[config.mk]
export PLATFORM = sky130hd
export DESIGN_NAME = reed_solomon_encoder_core
export DESIGN_NICKNAME = d
export VERILOG_FILES = /design/src/hdl/rse_pkg.sv /design/src/hdl/rse_cell.sv /design/src/hdl/rse_obuf.sv /design/src/hdl/reed_solomon_encoder_core.sv
export SDC_FILE = /design/constraint.sdc
export NUM_CORES = 1
export LEC_CHECK = 0
export BUFFER_PORTS_ARGS = -buffer_cell sky130_fd_sc_hd__buf_2
export CORE_MARGIN = 4
export CORE_UTILIZATION = 38
export CTS_BUF_LIST = sky130_fd_sc_hd__clkbuf_4 sky130_fd_sc_hd__clkbuf_8
export CTS_CLUSTER_DIAMETER = 150
export CTS_CLUSTER_SIZE = 20
export DETAILED_ROUTE_END_ITERATION = 7
export PLACE_DENSITY_LB_ADDON = 0.15
export SYNTH_ARGS = -nofsm -noshare
export SYNTH_HDL_FRONTEND = slang
export SYNTH_SLANG_ARGS = --single-unit
[constraint.sdc]
create_clock -name clk -period 3.2 [get_ports clk]
set_input_delay 0.16 -clock clk [delete_from_list [all_inputs] [get_ports clk]]
set_output_delay 0.16 -clock clk [all_outputs]
set_load 0.01 [all_outputs]
[src/hdl/rse_pkg.sv]
// Shared types and constants for the RS(255,241) encoder.
// Holds item structs, the generator polynomial and the GF(256) multiply.
// No dependencies.
`default_nettype none

package rse_pkg;

    // Number of parity symbols per codeword
    localparam int PARITY_COUNT = 14;
    localparam int CNT_W        = $clog2(PARITY_COUNT);

    // Field polynomial x^8+x^4+x^3+x^2+1, low eight bits
    localparam logic [7:0] FIELD_POLY_LO = 8'h1D;

    // Generator coefficients, x^14 first
    localparam logic [7:0] GEN_POLY [0:PARITY_COUNT] = '{
        8'd1,   8'd28,  8'd216, 8'd183, 8'd20,  8'd100, 8'd46, 8'd36,
        8'd77,  8'd36,  8'd175, 8'd43,  8'd188, 8'd156, 8'd26
    };

    typedef struct packed {
        logic [7:0] message_byte;
        logic       final_symbol;
    } msg_item_t;

    typedef struct packed {
        logic [7:0] code_byte;
        logic       is_parity;
        logic       end_of_codeword;
    } code_item_t;

    // Per-cycle control shared by every cell of the remainder chain
    typedef struct packed {
        logic       advance;
        logic [7:0] feedback;
    } cell_ctrl_t;

    // Shift-and-add multiply in GF(256); folds to XORs for a constant operand
    function automatic logic [7:0] gf_mul(input logic [7:0] a, input logic [7:0] b);
        logic [7:0] x;
        logic [7:0] acc;
        logic       carry;
        x   = a;
        acc = 8'd0;
        for (int i = 0; i < 8; i++) begin
            if (b[i]) begin
                acc = acc ^ x;
            end
            carry = x[7];
            x     = {x[6:0], 1'b0};
            if (carry) begin
                x = x ^ FIELD_POLY_LO;
            end
        end
        return acc;
    endfunction

endpackage

`default_nettype wire

[src/hdl/rse_cell.sv]
// One remainder cell of the encoder's division chain.
// Uses rse_pkg for the control struct and the GF(256) multiply.
`default_nettype none

module rse_cell #(
    parameter logic [7:0] COEF = 8'd1
) (
    input  wire logic              clk,
    input  wire logic              rst_n,
    input  wire rse_pkg::cell_ctrl_t ctrl,
    input  wire logic [7:0]        shift_in,
    output logic [7:0]             value
);

    logic [7:0] value_reg;
    logic [7:0] value_next;

    // Take the neighbor's byte plus this cell's share of the feedback
    assign value_next = shift_in ^ rse_pkg::gf_mul(ctrl.feedback, COEF);

    always_ff @(posedge clk or negedge rst_n)
    begin
        if (!rst_n)
        begin
            value_reg <= 8'd0;
        end
        else if (ctrl.advance)
        begin
            value_reg <= value_next;
        end
    end

    assign value = value_reg;

endmodule

`default_nettype wire

[src/hdl/rse_obuf.sv]
// Two-entry output buffer that parts the encoder core from the output stall.
// Uses rse_pkg for the output item type.
`default_nettype none

module rse_obuf (
    input  wire logic              clk,
    input  wire logic              rst_n,
    input  wire logic              push,
    input  wire rse_pkg::code_item_t push_item,
    output logic                   full,
    output logic                   code_valid,
    input  wire logic              code_stall,
    output rse_pkg::code_item_t    code
);

    logic [1:0]          count_reg;
    logic [1:0]          count_next;
    rse_pkg::code_item_t head_reg;
    rse_pkg::code_item_t head_next;
    rse_pkg::code_item_t tail_reg;
    rse_pkg::code_item_t tail_next;
    logic                pop;

    assign pop = code_valid && !code_stall;

    // Advance the two entries on pop and push
    always_comb
    begin
        count_next = count_reg;
        head_next  = head_reg;
        tail_next  = tail_reg;
        if (pop && push)
        begin
            if (count_reg == 2'd1)
            begin
                head_next = push_item;
            end
            else
            begin
                head_next = tail_reg;
                tail_next = push_item;
            end
        end
        else if (pop)
        begin
            head_next  = tail_reg;
            count_next = count_reg - 2'd1;
        end
        else if (push)
        begin
            if (count_reg == 2'd0)
            begin
                head_next = push_item;
            end
            else
            begin
                tail_next = push_item;
            end
            count_next = count_reg + 2'd1;
        end
    end

    always_ff @(posedge clk or negedge rst_n)
    begin
        if (!rst_n)
        begin
            count_reg <= 2'd0;
        end
        else
        begin
            count_reg <= count_next;
        end
    end

    // Payload registers hold without reset
    always_ff @(posedge clk)
    begin
        head_reg <= head_next;
        tail_reg <= tail_next;
    end

    assign full       = (count_reg == 2'd2);
    assign code_valid = (count_reg != 2'd0);
    assign code       = head_reg;

endmodule

`default_nettype wire

[src/hdl/reed_solomon_encoder_core.sv]
// Top level of the systematic RS(255,241) encoder over GF(256).
// Depends on rse_pkg, rse_cell and rse_obuf.
//
//   channel | valid      | stall      | payload
//   --------+------------+------------+------------------------------
//   input   | msg_valid  | msg_stall  | msg  (rse_pkg::msg_item_t)
//   output  | code_valid | code_stall | code (rse_pkg::code_item_t)
//
// A message item is taken every cycle that msg_stall is low and passed on to the
// output buffer. After the item marked final, 14 parity items follow, one per
// cycle if the buffer has room; msg_stall holds while the chain shifts them out.
// The chain clears itself while draining, so the next codeword starts at once.
// A two-entry output buffer keeps input flowing while one result waits.
// Reset clears the chain, the drain counter and the buffer.
`default_nettype none

module reed_solomon_encoder_core (
    input  wire logic             clk,
    input  wire logic             rst_n,
    input  wire logic             msg_valid,
    output logic                  msg_stall,
    input  wire rse_pkg::msg_item_t msg,
    output logic                  code_valid,
    input  wire logic             code_stall,
    output rse_pkg::code_item_t   code
);

    localparam int PC = rse_pkg::PARITY_COUNT;
    localparam int CW = rse_pkg::CNT_W;

    logic                        accept;
    logic                        buf_full;
    logic                        drain_step;
    logic                        drain_last;
    logic                        push;
    rse_pkg::code_item_t         push_item;
    rse_pkg::cell_ctrl_t         ctrl;
    logic [PC-1:0][7:0]          rem;
    logic                        draining_reg;
    logic                        draining_next;
    logic [CW-1:0]               drain_cnt_reg;
    logic [CW-1:0]               drain_cnt_next;

    assign msg_stall  = draining_reg || buf_full;
    assign accept     = msg_valid && !msg_stall;
    assign drain_step = draining_reg && !buf_full;
    assign drain_last = (drain_cnt_reg == CW'(PC - 1));
    assign push       = accept || drain_step;

    // Feed the chain on a message item; shift with zero feedback while draining
    assign ctrl.advance  = push;
    assign ctrl.feedback = accept ? (msg.message_byte ^ rem[0]) : 8'd0;

    // Pick the item for the output buffer
    always_comb
    begin
        if (accept)
        begin
            push_item.code_byte       = msg.message_byte;
            push_item.is_parity       = 1'b0;
            push_item.end_of_codeword = 1'b0;
        end
        else
        begin
            push_item.code_byte       = rem[0];
            push_item.is_parity       = 1'b1;
            push_item.end_of_codeword = drain_last;
        end
    end

    // Remainder chain: cell j takes cell j+1 and the feedback times g[j+1]
    for (genvar j = 0; j < PC; j++)
    begin : g_cell
        logic [7:0] neighbor;
        if (j == PC - 1)
        begin : g_end
            assign neighbor = 8'd0;
        end
        else
        begin : g_mid
            assign neighbor = rem[j+1];
        end
        rse_cell #(
            .COEF (rse_pkg::GEN_POLY[j+1])
        ) u_cell (
            .clk      (clk),
            .rst_n    (rst_n),
            .ctrl     (ctrl),
            .shift_in (neighbor),
            .value    (rem[j])
        );
    end

    // Drain control: start on the final item, stop after the last parity item
    always_comb
    begin
        draining_next  = draining_reg;
        drain_cnt_next = drain_cnt_reg;
        if (accept && msg.final_symbol)
        begin
            draining_next  = 1'b1;
            drain_cnt_next = '0;
        end
        else if (drain_step)
        begin
            if (drain_last)
            begin
                draining_next = 1'b0;
            end
            else
            begin
                drain_cnt_next = drain_cnt_reg + CW'(1);
            end
        end
    end

    always_ff @(posedge clk or negedge rst_n)
    begin
        if (!rst_n)
        begin
            draining_reg  <= 1'b0;
            drain_cnt_reg <= '0;
        end
        else
        begin
            draining_reg  <= draining_next;
            drain_cnt_reg <= drain_cnt_next;
        end
    end

    rse_obuf u_obuf (
        .clk        (clk),
        .rst_n      (rst_n),
        .push       (push),
        .push_item  (push_item),
        .full       (buf_full),
        .code_valid (code_valid),
        .code_stall (code_stall),
        .code       (code)
    );

    // A final item always starts a drain
    assert property (@(posedge clk) disable iff (!rst_n)
        accept && msg.final_symbol |=> draining_reg)
        else $error("drain did not start after final item");

    // The chain is empty once the last parity item has gone
    assert property (@(posedge clk) disable iff (!rst_n)
        drain_step && drain_last |=> (rem == '0))
        else $error("remainder not cleared after drain");

    // Never push into a full buffer
    assert property (@(posedge clk) disable iff (!rst_n)
        push |-> !buf_full)
        else $error("push into full output buffer");

    // End of codeword is only ever flagged on a parity item
    assert property (@(posedge clk) disable iff (!rst_n)
        code_valid && code.end_of_codeword |-> code.is_parity)
        else $error("end of codeword on a message item");

endmodule

`default_nettype wire
==> out/metrics.csv <==
stage,metric,value,unit
logic_synthesis,async_flop_share,85.6,%
timing,hold_viol_final,0,
clocking,clkTransAtPathRegs,80,ps
min_path,whs_path_depth,3,
power,p_leak,3.89,nW
placed_design,dpl.hpwl,12700,µm
cells_and_area,largest_reg_flops,112,
cells_and_area,nNetsFinal,822,
logic_synthesis,syn_inst,780,
outcome,run_status,finished clean,
critical_path,crit_path_end_kind,register,
floorplan,start_util,39.1,%
logic_synthesis,synth_fp_nets,799,
timing,final_max_slew_viol_count,0,
drt,firstDrtPassIters,4,
logic_synthesis,synthFlopType,dfrtp_1,
critical_path,r2r_slack,570,ps
timing,setup_viol,0,
floorplan,ios,25,
floorplan,die_area,23400,µm²
min_path,hp-class,in2reg,
floorplan,die_h,153,µm
logic_synthesis,ys_seq_area_share,44.8,%
logic_synthesis,synth_edf_count,20,
cells_and_area,area_growth,12.4,%
global_route,grt_first_pass_wirelength,29800,µm
timing,fin_ws,569,ps
critical_path,cp_max_fo,9,
timing,slew_headroom,40.2,%
global_route,grt_pass1_vias,5308,
clocking,clock-sinks,139,
global_route,antenna_found_initial,0,
cells_and_area,fillers,1996,
floorplan,num_rows,52,
cells_and_area,antennaDiodeCount,0,
clocking,clkLatencyLatePin,450,ps
drt,finalWirelength,18400,µm
cells_and_area,final_util,43.9,%
clocking,numCtsBuffers,17,
critical_path,worstPathRequired,3560,ps
logic_synthesis,ys.warnings.count,0,
timing,rsz0062_at_grt,no,
placed_design,place.gp.congestion,0.819,
timing,finClkSkew,13.5,ps
power,p_total,11.0,mW
placed_design,dp_slack,569,ps
logic_synthesis,syn_area,7990,µm²
drt,vias_per_cell,4.74,
power,p_per_area,1220,nW/µm²
timing,fmax,380,MHz
timing,tightest_slew,893,ps
critical_path,arrival,2990,ps
clocking,post_cts_buffers,0,
logic_synthesis,synth_seq_cells,139,
clocking,cts_tree,built,
drt,routedWlPerCell,16.9,µm
critical_path,crit_type,reg2reg,
cells_and_area,drive_above_1_share,12.7,%
timing,tns,0,ps
clocking,h-tree-depth,4,
drt,ant_nets,0,
job,cap_violations,0,
critical_path,worstRegToRegCells,6,
global_route,grt_usage,16.3,%
logic_synthesis,ys_types,38,
critical_path,critPathLaunchType,register,
drt,drt_iter0_drc,262,
logic_synthesis,syn_avg_cell_area,10.2,µm²
floorplan,core,20400,µm²
clocking,cts_root_buffer,clkbuf_8,
power,vdd_drop_max,0.000574,V
global_route,grt_max_degree,209,
timing,fin_crit_sh,82.2,%
global_route,gr-total-overflow,0,
floorplan,die_w,153,µm
placed_design,portBuffers,24,
clocking,clockBufferDepth,2,
timing,fin_crit,2630,ps
drt,drc,0,
drt,vias,5150,
-- through the flow --
stage	cells	area, µm²	hold WS (ps)
2_1_floorplan	780	7990	-136
3_3_place_gp	1052	8500	233
3_5_place_dp	1052	8500	239
4_1_cts	1086	8980	14.4
5_1_grt	1086	8980	36.0
6_report	1086	8980	36.0
-- what timing repair did --
action | 4_1_cts | 5_1_grt
endpoints found under the hold margin | 49 | 0
gates resized for setup | 0 | 0
hold buffers | 2 | 0
setup endpoints to repair | 0 | 0
-- path summary, 6_finish.rpt --
check | from | end
max | g_cell[0].u_cell.value[2] | g_cell[4].u_cell.value[5]
min | msg[4] | u_obuf.tail_reg[5]
max reg2reg | g_cell[0].u_cell.value[2] | g_cell[4].u_cell.value[5]
min reg2reg | g_cell[8].u_cell.value[4] | g_cell[8].u_cell.value[4]
min in group asynchronous | rst_n | g_cell[6].u_cell.value[5]
max in group asynchronous | rst_n | g_cell[13].u_cell.value[4]
-- report_power, final --
| part | internal [mW] | total (mW) | switching, mW | leakage [nW] |
|---|---|---|---|---|
| clock network | 0.950 | 1.64 | 0.694 | 0.224 |
| logic | 2.83 | 6.24 | 3.40 | 1.93 |
| registers | 2.63 | 3.10 | 0.475 | 1.74 |
| total | 6.41 | 11.0 | 4.57 | 3.89 |
-- cells by family (layout without fill, tap and decap cells) --
family,count (synthesis),after routing,share of synthesized area [%]
AO/OA/AOI/OAI,117,117,7.60
XOR/XNOR,221,221,30.8
adder cells (fa/ha/maj),6,6,0.940
buffers and inverters,50,86,2.54
flip-flops,139,139,44.8
multiplexers,13,13,1.86
AND/OR/NAND/NOR,234,234,11.5
-- cells in the final DEF, fill, tap and decap left out, types with 3 or more instances in the layout --
cell and count:
a21oi_1 8, buf_12 5, buf_2 23, buf_4 15
bufinv_16 5, clkbuf_8 18, clkinv_1 3, clkinv_2 3
dfrtp_1 119, edfxtp_1 20, ha_1 6, inv_1 8
mux2_2 12, nand2_1 180, nand2b_1 4, nor2_1 41
o21ai_0 96, o21ai_1 5, xnor2_1 100, xnor2_2 8
xnor3_1 27, xor2_1 79
-- synth_stat cells (2+ instances only) --
library cell,number,area [µm²]
clkbuf_1,29,109
and3_1,2,12.5
buf_1,6,22.5
a21oi_1,8,40.0
xnor2_4,2,55.1
dfrtp_1,119,2980
xnor2_2,7,114
edfxtp_1,20,601
buf_4,3,22.5
buf_2,3,15.0
nand2_1,180,676
ha_1,6,75.1
a21o_1,2,15.0
xor3_1,2,47.6
nor2_1,41,154
inv_1,8,30.0
o31ai_1,2,15.0
xor2_2,2,32.5
o21ai_1,5,25.0
mux2_2,12,135
nand2b_1,4,25.0
xnor2_1,101,885
o21ai_0,97,485
xor2_1,79,692
xnor3_1,27,608
-- per-layer routing --
layer	vias up	GRT usage (%)	wire length, µm
met2	73	25.7	8680
met3	18	2.69	603
met5	-	0	0
met1	2500	23.0	8820
li1	2559	-	-
met4	0	5.09	282
-- worst max-delay path: stages (launching register included) --
cell and delay [ps]:
dfrtp_1 450, xnor2_2 710, xnor2_2 280, xnor3_1 490, nor2_2 160, xnor3_1 320
o21ai_0 150
-- final cells by class --
class	instances	area, µm²	area share, %
Clock buffer	19	255	2.84
Clock inverter	13	196	2.19
Tap cell	270	338	3.76
Multi-Input combinational cell	591	4230	47.1
Inverter	9	33.8	0.376
Sequential cell	139	3580	39.9
Timing Repair Buffer	45	348	3.88
Note: power is estimated with default switching activity, not from simulation.
